$ cat src/design/lmsd_pkg.sv
`default_nettype none
// ----------------------------------------------------------------------------
// lmsd_pkg
// Shared types, widths and helpers for the LED matrix scan unit.
// ----------------------------------------------------------------------------
package lmsd_pkg;

  localparam int unsigned RowIdxW  = 3;
  localparam int unsigned PatW     = 8;
  localparam int unsigned CntW     = 4;
  localparam int unsigned EntryW   = PatW + CntW;
  localparam int unsigned Rows     = 8;
  localparam int unsigned Entries  = 2 * Rows;
  localparam int unsigned AddrW    = $clog2(Entries);
  localparam int unsigned ScanW    = 5;
  localparam int unsigned LowColW  = 6;
  localparam int unsigned HighColW = 2;
  localparam int unsigned ThrW     = 4;
  localparam int unsigned ThrReset = 4;
  localparam int unsigned LastRow  = 7;
  localparam int unsigned InDataW  = 16;
  localparam int unsigned OutDataW = 16;
  localparam int unsigned CfgAddrW = 3;
  localparam int unsigned CfgDataW = 32;

  typedef enum logic [1:0] {
    OP_WRITE = 2'd0,
    OP_SWAP  = 2'd1,
    OP_TICK  = 2'd2,
    OP_NONE  = 2'd3
  } op_t;

  typedef enum logic [0:0] {
    REG_DIM_THRESHOLD = 1'b0
  } reg_idx_t;

  // number of lit LEDs in a row pattern
  function automatic logic [CntW-1:0] lit_count(input logic [PatW-1:0] v);
    logic [CntW-1:0] n;
    n = '0;
    for (int i = 0; i < PatW; i++) begin
      n = n + CntW'(v[i]);
    end
    return n;
  endfunction

endpackage
`default_nettype wire

$ cat src/design/led_matrix_scan_double_buffer_unit.sv
`default_nettype none
// ----------------------------------------------------------------------------
// led_matrix_scan_double_buffer_unit
// 8x8 LED matrix column scanner with a double-buffered frame store and
// threshold-based blanking in the dim half of each scan pass.
// ----------------------------------------------------------------------------
//  channel  | direction | contents
//  in_*     | slave     | tuser: op[1:0]; tdata: row_index[2:0], row_bits[10:3]
//  out_*    | master    | tdata: col_low_select, col_high_select, led_drive;
//           |           | tuser: blanked
//  cfg_*    | APB slave | 0x0: dim_threshold[3:0]
//
// One item per cycle unless stalled. A scan tick yields its transfer on out_*
// in the cycle after acceptance, from the output register; writes and swap
// requests produce no transfer. in_tready drops only while the output register
// holds an untaken transfer and out_tready is low. rst_n (synchronous) clears
// the frame store, scan counter, buffer select, swap and lock flags.
// ----------------------------------------------------------------------------
module led_matrix_scan_double_buffer_unit (
  input  wire logic                               clk,
  input  wire logic                               rst_n,
  // slave stream
  input  wire logic                               in_tvalid,
  output logic                                    in_tready,
  input  wire logic [lmsd_pkg::InDataW-1:0]       in_tdata,   // row_index, row_bits, pad
  input  wire logic [1:0]                         in_tuser,   // op
  // master stream
  output logic                                    out_tvalid,
  input  wire logic                               out_tready,
  output logic [lmsd_pkg::OutDataW-1:0]           out_tdata,  // col_low, col_high, led_drive
  output logic                                    out_tuser,  // blanked
  // configuration
  input  wire logic                               cfg_psel,
  input  wire logic                               cfg_penable,
  input  wire logic                               cfg_pwrite,
  input  wire logic [lmsd_pkg::CfgAddrW-1:0]      cfg_paddr,
  input  wire logic [lmsd_pkg::CfgDataW-1:0]      cfg_pwdata,
  output logic [lmsd_pkg::CfgDataW-1:0]           cfg_prdata,
  output logic                                    cfg_pready
);

  logic [lmsd_pkg::EntryW-1:0]    store_r [lmsd_pkg::Entries];
  logic [lmsd_pkg::ScanW-1:0]     scan_r;
  logic                           front_r;
  logic                           swap_r;
  logic                           lock_r;
  logic [lmsd_pkg::ThrW-1:0]      thr_r;

  logic                           out_valid_r;
  logic                           out_valid_nxt;
  logic [lmsd_pkg::OutDataW-1:0]  out_data_r;
  logic                           out_blank_r;

  lmsd_pkg::op_t                  op;
  logic [lmsd_pkg::RowIdxW-1:0]   row_idx;
  logic [lmsd_pkg::PatW-1:0]      row_bits;
  logic                           accept;
  logic                           cfg_wr;
  logic                           cfg_hit;

  logic [lmsd_pkg::AddrW-1:0]     wr_addr;
  logic [lmsd_pkg::AddrW-1:0]     rd_addr;
  logic [lmsd_pkg::RowIdxW-1:0]   col;
  logic [lmsd_pkg::EntryW-1:0]    entry;
  logic [lmsd_pkg::PatW-1:0]      pattern;
  logic [lmsd_pkg::CntW-1:0]      count;
  logic                           blank;
  logic [lmsd_pkg::PatW-1:0]      col_onehot;
  logic [lmsd_pkg::OutDataW-1:0]  tick_data;
  logic [lmsd_pkg::ScanW-1:0]     scan_nxt;
  logic                           wrap;

  assign op       = lmsd_pkg::op_t'(in_tuser);
  assign row_idx  = in_tdata[lmsd_pkg::RowIdxW-1:0];
  assign row_bits = in_tdata[lmsd_pkg::RowIdxW +: lmsd_pkg::PatW];

  assign in_tready = !out_valid_r || out_tready;
  assign accept    = in_tvalid && in_tready;

  // a new tick loads the output register; otherwise a taken transfer empties it
  assign out_valid_nxt = (accept && op == lmsd_pkg::OP_TICK) ? 1'b1
                       : (out_tready ? 1'b0 : out_valid_r);

  assign cfg_pready = 1'b1;
  assign cfg_hit    = (cfg_paddr[lmsd_pkg::CfgAddrW-1] == 1'(lmsd_pkg::REG_DIM_THRESHOLD));
  assign cfg_wr     = cfg_psel && cfg_penable && cfg_pwrite && cfg_pready && cfg_hit;
  assign cfg_prdata = cfg_hit ? lmsd_pkg::CfgDataW'(thr_r) : '0;

  assign wr_addr = {~front_r, row_idx};
  assign col     = scan_r[lmsd_pkg::RowIdxW-1:0];
  assign rd_addr = {front_r, col};
  assign entry   = store_r[rd_addr];
  assign pattern = entry[lmsd_pkg::PatW-1:0];
  assign count   = entry[lmsd_pkg::PatW +: lmsd_pkg::CntW];
  // dim phase is bit 3 of the scan counter; bit 4 only extends the pass
  assign blank   = scan_r[lmsd_pkg::RowIdxW] && (count < thr_r);

  assign col_onehot = lmsd_pkg::PatW'(1) << col;
  assign tick_data  = blank ? '0 : {pattern, col_onehot};

  assign scan_nxt = scan_r + lmsd_pkg::ScanW'(1);
  assign wrap     = (scan_nxt == '0);

  always_ff @(posedge clk) begin
    if (!rst_n) begin
      for (int i = 0; i < lmsd_pkg::Entries; i++) begin
        store_r[i] <= '0;
      end
      scan_r      <= '0;
      front_r     <= 1'b0;
      swap_r      <= 1'b0;
      lock_r      <= 1'b0;
      thr_r       <= lmsd_pkg::ThrW'(lmsd_pkg::ThrReset);
      out_valid_r <= 1'b0;
    end else begin
      if (cfg_wr) begin
        thr_r <= cfg_pwdata[lmsd_pkg::ThrW-1:0];
      end
      out_valid_r <= out_valid_nxt;
      if (accept) begin
        unique case (op)
          lmsd_pkg::OP_WRITE: begin
            store_r[wr_addr] <= {lmsd_pkg::lit_count(row_bits), row_bits};
            lock_r <= (row_idx != lmsd_pkg::RowIdxW'(lmsd_pkg::LastRow));
          end
          lmsd_pkg::OP_SWAP: begin
            swap_r <= 1'b1;
          end
          lmsd_pkg::OP_TICK: begin
            scan_r      <= scan_nxt;
            if (wrap && swap_r && !lock_r) begin
              front_r <= ~front_r;
              swap_r  <= 1'b0;
            end
          end
          default: begin
          end
        endcase
      end
    end
  end

  // payload of the output register
  always_ff @(posedge clk) begin
    if (accept && op == lmsd_pkg::OP_TICK) begin
      out_data_r  <= tick_data;
      out_blank_r <= blank;
    end
  end

  assign out_tvalid = out_valid_r;
  assign out_tdata  = out_data_r;
  assign out_tuser  = out_blank_r;

  // a blanked transfer carries no column select and no pattern
  a_blank_clear: assert property (@(posedge clk) disable iff (!rst_n)
    (out_valid_r && out_blank_r) |-> (out_data_r == '0))
    else $error("blanked transfer with nonzero data");

  // an unblanked transfer selects exactly one column
  a_col_onehot: assert property (@(posedge clk) disable iff (!rst_n)
    (out_valid_r && !out_blank_r) |-> $onehot(out_data_r[lmsd_pkg::PatW-1:0]))
    else $error("column select not one-hot");

  // the shown buffer changes only through an armed swap
  a_swap_armed: assert property (@(posedge clk) disable iff (!rst_n)
    ($past(rst_n) && !$stable(front_r)) |-> ($past(swap_r) && !$past(lock_r)))
    else $error("buffer swap without an armed request");

  // a scan transfer appears only after an accepted tick
  a_tick_source: assert property (@(posedge clk) disable iff (!rst_n)
    $rose(out_valid_r) |-> $past(accept && op == lmsd_pkg::OP_TICK))
    else $error("result without a tick");

endmodule
`default_nettype wire
$ cat config.mk
export PLATFORM = sky130hd
export DESIGN_NAME = led_matrix_scan_double_buffer_unit
export DESIGN_NICKNAME = d
export VERILOG_FILES = /design/src/design/lmsd_pkg.sv /design/src/design/led_matrix_scan_double_buffer_unit.sv
export SDC_FILE = /design/constraint.sdc
export NUM_CORES = 1
export LEC_CHECK = 0
export BUFFER_PORTS_ARGS = -buffer_cell sky130_fd_sc_hd__buf_4
export CORE_ASPECT_RATIO = 1.4
export CORE_MARGIN = 8
export CORE_UTILIZATION = 35
export CTS_CLUSTER_DIAMETER = 200
export DETAILED_ROUTE_END_ITERATION = 12
export SYNTH_ARGS = -nofsm -noshare
export SYNTH_HDL_FRONTEND = slang
export SYNTH_SLANG_ARGS = --single-unit
$ cat constraint.sdc
create_clock -name clk -period 5.5 [get_ports clk]
set_input_delay 0 -clock clk [delete_from_list [all_inputs] [get_ports clk]]
set_output_delay 0 -clock clk [all_outputs]
set_load 0.1 [all_outputs]
Yosys cells after proc, flatten, opt, wreduce, memory -nomap -nowiden
Memory sizes are Yosys's and may differ from the RTL's.
Index checks and enable logic that the tools add are counted.
{"block": "word_totals", "memories": 1, "output_inout_bits": 52, "word_cells": 58, "ff_bits": 30, "input_bits": 60, "mem_bits_rw": 192}
{"block": "classes", "reduce_logical": 20, "add_sub_neg": 8, "bitwise_logic": 2, "n_eq_ne": 4, "order_cmp": 1, "shifts": 1, "muxes": 13}
{"name": "store_r", "depth": 16, "width": 12, "rd": 1, "rd_clocked_by_memory_dff": 0, "wr": 16, "line": "led_matrix_scan_double_buffer_unit.sv:42", "text": "logic [lmsd_pkg::EntryW-1:0] store_r [lmsd_pkg::Entries];"}
{"operator": "4-bit by 1-bit adder with 4-bit output", "count": 4}
{"operator": "12-bit two-way mux", "count": 1}
{"operator": "12-bit OR reduction", "count": 1}
{"operator": "1-bit two-way mux", "count": 9}
{"operator": "1-bit logical AND", "count": 8}
{"operator": "4-bit two-way mux", "count": 2}
{"operator": "1-bit by 3-bit << shifter with 8-bit output, first input constant", "count": 1}
{"operator": "3-bit AND reduction", "count": 2}
{"operator": "5-bit by 1-bit adder with 5-bit output, second input constant", "count": 1}
{"operator": "5-bit zero test", "count": 1}
{"operator": "3-bit by 1-bit adder with 4-bit output", "count": 1}
{"operator": "4-bit < comparator", "count": 1}
{"operator": "2-bit AND reduction", "count": 2}
{"operator": "2-bit nonzero test", "count": 2}
{"operator": "2-bit by 1-bit adder with 3-bit output", "count": 1}
{"operator": "3-bit != test, second input constant", "count": 1}
{"operator": "1-bit by 1-bit adder with 2-bit output", "count": 1}
{"operator": "2-bit by 1-bit == test with 1-bit output, second input constant", "count": 1}
{"operator": "2-bit == test, second input constant", "count": 1}
{"operator": "1-bit zero test", "count": 2}
{"operator": "2-bit zero test", "count": 1}
{"operator": "2-bit != test, second input constant", "count": 1}
{"operator": "1-bit NOT", "count": 2}
{"operator": "1-bit case mux with 2 select lines", "count": 1}
{"operator": "1-bit logical OR", "count": 1}

Depth between registers and ports, before layout
{"block": "depth", "ltp_word": 8, "depth_mapped": 13, "ltp_nobuf": 10}

Worst setup path after synthesis
Ideal clock, no wire load.
{"block": "synth_timing", "kind": "register to register", "from": "register out_valid_r, in the netlist out_tvalid", "to": "memory store_r[15][0] in the netlist's numbering (enable)", "required_time_ns": 5.167, "path_stages_with_launch": 7, "slack_ns": 2.113, "arrival_time_ns": 3.054, "setup_ns": 0.333, "period_less_slack_ns": 3.387, "path_cell_list": "dfxtp_1 > nand2b_1 > nand4b_1 > nor3b_1 > buf_2 > nand3_1 > nand2_1"}
{"element": "start: declaration", "line": "led_matrix_scan_double_buffer_unit.sv:49", "text": "logic out_valid_r;"}
{"element": "start signal: assignment", "line": "led_matrix_scan_double_buffer_unit.sv:119", "text": "out_valid_r <= out_valid_nxt;"}
{"element": "end: declaration", "line": "led_matrix_scan_double_buffer_unit.sv:42"}

Worst setup path after layout
{"block": "layout_timing", "from": "register scan_r[2] in the netlist's numbering", "to": "register out_data_r, in the netlist out_tdata[9] (data pin)"}
{"block": "layout_via", "elab_chain_len": 3}
{"element": "start: declaration", "line": "led_matrix_scan_double_buffer_unit.sv:43", "text": "logic [lmsd_pkg::ScanW-1:0] scan_r;"}
{"element": "start signal: assignment", "line": "led_matrix_scan_double_buffer_unit.sv:130", "text": "scan_r <= scan_nxt;"}
{"element": "memory 16 x 12 bit (*)"}
{"element": "4-bit < comparator", "line": "led_matrix_scan_double_buffer_unit.sv:96", "text": "assign blank = scan_r[lmsd_pkg::RowIdxW] && (count < thr_r);"}
{"element": "1-bit logical AND", "line": "led_matrix_scan_double_buffer_unit.sv:96"}
{"element": "end signal: assignment", "line": "led_matrix_scan_double_buffer_unit.sv:146", "text": "out_data_r <= tick_data;"}
{"element": "end: declaration", "line": "led_matrix_scan_double_buffer_unit.sv:51", "text": "logic [lmsd_pkg::OutDataW-1:0] out_data_r;"}
Every way passes the cells marked *; elsewhere a longest branch is shown, timed or not.
A chain may end at the register's enable or synchronous reset.

==> metrics.csv <==
stage,metric,value,unit
status,outcome,"complete, no violations",
power,logic gate share of total power,11.2,%
drt,DR top layer,met4,
floorplanning,I/O pins,112,
drt,antenna-violating nets left,0,
setup_path,cell family with most CP delay,compound AO/OA/AOI/OAI gates,
clock_network,Max Buffers Root-to-Sink,3,
timing,Final Critical Period,3.85,ns
clock_network,Clock Pin Slew Worst Setup and Hold Paths,0.06,ns
global_route,largest net degree at the start of global routing,39,
drt,WL per Instance,20.9,um
layout,FILL cells,2705,
setup_path,Critical Path Slowest Stage Cell,dfxtp_2,
timing,final hold slack,0.0896,ns
layout,ant diodes,0,
drt,via count,6145,
yosys,sequential share of the synthesized area,63.0,%
clock_network,TritonCTS clock tree,done,
yosys,mean post-synth cell area,13.6,um^2
layout,nets,881,
power,Static Leak,4.43,nW
layout,multi-input combinational cell area,0.00341,mm^2
floorplanning,Starting Density,35.6,%
floorplanning,total core area,0.0292,mm^2
yosys,Synth Register Bits,222,
clock_network,Max H-tree Level,1,
timing,Final Cycle Share,70.0,%
clock_network,CTS Buf Count,22,
timing,Worst Max-Slew Pin Slew,0.916,ns
drt,met1 wire length,9770,um
floorplanning,Die Y,220,um
yosys,Cell variety after synth,50,
power,Internal Power,2.87,mW
place,number of port buffers,47,
drt,final WL,25100,um
yosys,Post-synth EDFFs,209,
yosys,largest cells by area after synthesis,"edfxtp_1, mux4_2, nor2_1",
drt,DR WL met2,13400,um
layout,Register Area,0.00654,mm^2
layout,share of cells above drive strength 1,18.1,%
floorplanning,die width,161,um
drt,Remaining DRCs,0,
timing,setup TNS,0,ns
yosys,Main synth FF type,edfxtp_1,
global_route,initial antenna violation count,0,
global_route,grt ovf,0,
global_route,first-pass GRT wire length,38000,um
setup_path,WS Path Type,reg -> reg,
floorplanning,die footprint,0.0355,mm^2
setup_path,buffers plus inverters on the worst setup path,0,
drt,vias per inst,5.11,
power,Sw Pwr,0.968,mW
yosys,"count leader, synth",edfxtp_1,
power,clock group share of total power,38.3,%
floorplanning,Placement Rows,74,
global_route,vias in the first global route,6415,
global_route,overall routing resource usage,14.0,%
clock_network,Skew-Pair Late Insertion Delay,0.51,ns
yosys,warnings from Yosys,0,
power,Seq pwr share,50.5,%
drt,metal3 WL,1150,um
yosys,Mapped Area,0.0104,mm^2
setup_path,crit-path cells,mux4_2 > and2_1 > a211oi_1 > a21oi_1 > ha_1 > a21oi_1 > o2111ai_1 > a211oi_1 > a311o_2 > a311oi_1,
timing,final setup fails,0,
setup_path,endpoint type of the worst setup path,flop,
timing,Fin Clk Skew,0.0118,ns
setup_path,Crit path required time,5.79,ns
timing,Fin. Hold Viols,0,
clock_network,CTS Root Cell,clkbuf_16,
place,gp weighted congestion,0.765,
setup_path,CP peak stage delay,0.92,ns
timing,RSZ-0062 raised after global routing,no,
clock_network,CTS Sinks,222,
hold_path,Min-Delay Path Class,in -> reg,
place,Post-DP HPWL,16200,um
power,switching share of power,25.2,%
yosys,post-synth top area share,60.5,%
power,Max VDD drop,0.171,mV
setup_path,WP data arrival,4.14,ns
timing,max_slew headroom,38.9,%
job,number of max-cap violations,0,
layout,area grow syn2layout,14.0,%
drt,DRT Pass-1 Iters,5,
drt,DRT iter0 DRCs,432,
timing,Fmax achieved,260,MHz
yosys,cell taking the most area after synthesis,edfxtp_1,
setup_path,Setup crit start kind,flop,
timing,Max Slew Vio Count,0,
yosys,Synth top cells by count,"edfxtp_1, nor2_1, and3_1",
yosys,synthesized netlist cell count,760,
power,PD cells,324,mW/mm^2
setup_path,CP max FO,34,
yosys,Post-synth ARST share,0,%
through the flow:
step                area [um^2]  cells  setup slack (ns)  utilization (%)  power, mW
global placement          11000   1145              1.67             37.6       2.39
detailed placement        11000   1145              1.63             37.6       2.40
global route              11800   1202              1.48             40.5       3.95
CTS                       11800   1202              1.57             40.5       3.86
finish                    11800   1202              1.65             40.5       3.83
floorplan                 10500    787              2.11                -       2.30
placed cells by master, fill, tap and decap left out, drive strengths merged, types with 5 or more instances in the layout:
cell type    count
nor2           124
dfxtp           13
nand3            5
clkinv          12
a211oi          12
nor2b           20
nand2           59
xnor2            5
buf             60
mux2i           11
and2            31
nor3             5
dlygate4sd3     17
a311oi           9
edfxtp         209
clkbuf          29
and3            60
ha              11
mux4            45
inv             15
conb            29
final timing paths:
check / start / cells after the start / end / slack (ns)
worst max-delay path: scan_r[2]$_SDFFE_PN0P_ / 10 / out_tdata[9]$_SDFFCE_PP0P_ / 1.65
worst min-delay path: in_tdata[0] / 3 / store_r[14][2]$_SDFFCE_PN0P_ / 0.09
worst max register to register: scan_r[2]$_SDFFE_PN0P_ / 10 / out_tdata[9]$_SDFFCE_PP0P_ / 1.65
worst min register to register: scan_r[4]$_SDFFE_PN0P_ / 2 / scan_r[4]$_SDFFE_PN0P_ / 0.64
layout make-up:
cell class | instances | area share, %
well taps | 380 | 4.02
repair buffers | 77 | 5.35
clock buffers | 29 | 5.23
clock inverters | 11 | 0.677
multi-input cells | 465 | 28.8
flip-flops and latches | 222 | 55.3
inverters | 18 | 0.571
repair_timing:
item / CTS / global route
resized for setup: 0 / 0
hold buffers: 17 / 0
endpoints found under the setup margin: 0 / 0
endpoints found under the hold margin: 77 / 0
buffers inserted: 0 / 0
flip-flops by register name (all words and copies together), names as in the netlist:
signal / cells
out_tuser: 1
thr_r: 4
out_tvalid: 1
swap_r: 1
scan_r: 5
lock_r: 1
front_r: 1
store_r: 192
out_tdata: 16
cell families (layout without fill, tap and decap cells):
kind of cell	count (synthesis)	after routing	share of synthesized area [%]
compound gates	39	39	3.20
other cells	2	29	0.0724
xor+xnor	7	7	0.591
mux	57	57	11.0
buf+inv	100	135	5.16
fa+ha+maj	15	15	2.10
flops	222	222	63.0
simple gates	318	318	14.9
worst min-delay path: stages:
cell and delay (ns):
buf_4 0.13, nor4_1 0.12, and2_1 0.17
routing by layer:
layer | vias up | global-route usage (%)
met4 | 0 | 5.32
met3 | 46 | 1.76
li1 | 2818 | -
met5 | - | 0
met1 | 3107 | 15.8
met2 | 174 | 26.4
power groups by stage:
stage               Sequential (mW)  Clock [mW]  Combinational [mW]
CTS                            1.94        1.49               0.432
finish                         1.94        1.47               0.429
detailed placement             1.97           0               0.424
global placement               1.97           0               0.420
floorplan                      1.99           0               0.309
global route                   1.94        1.55               0.457
No activity file was read; power rests on OpenSTA's default activity.
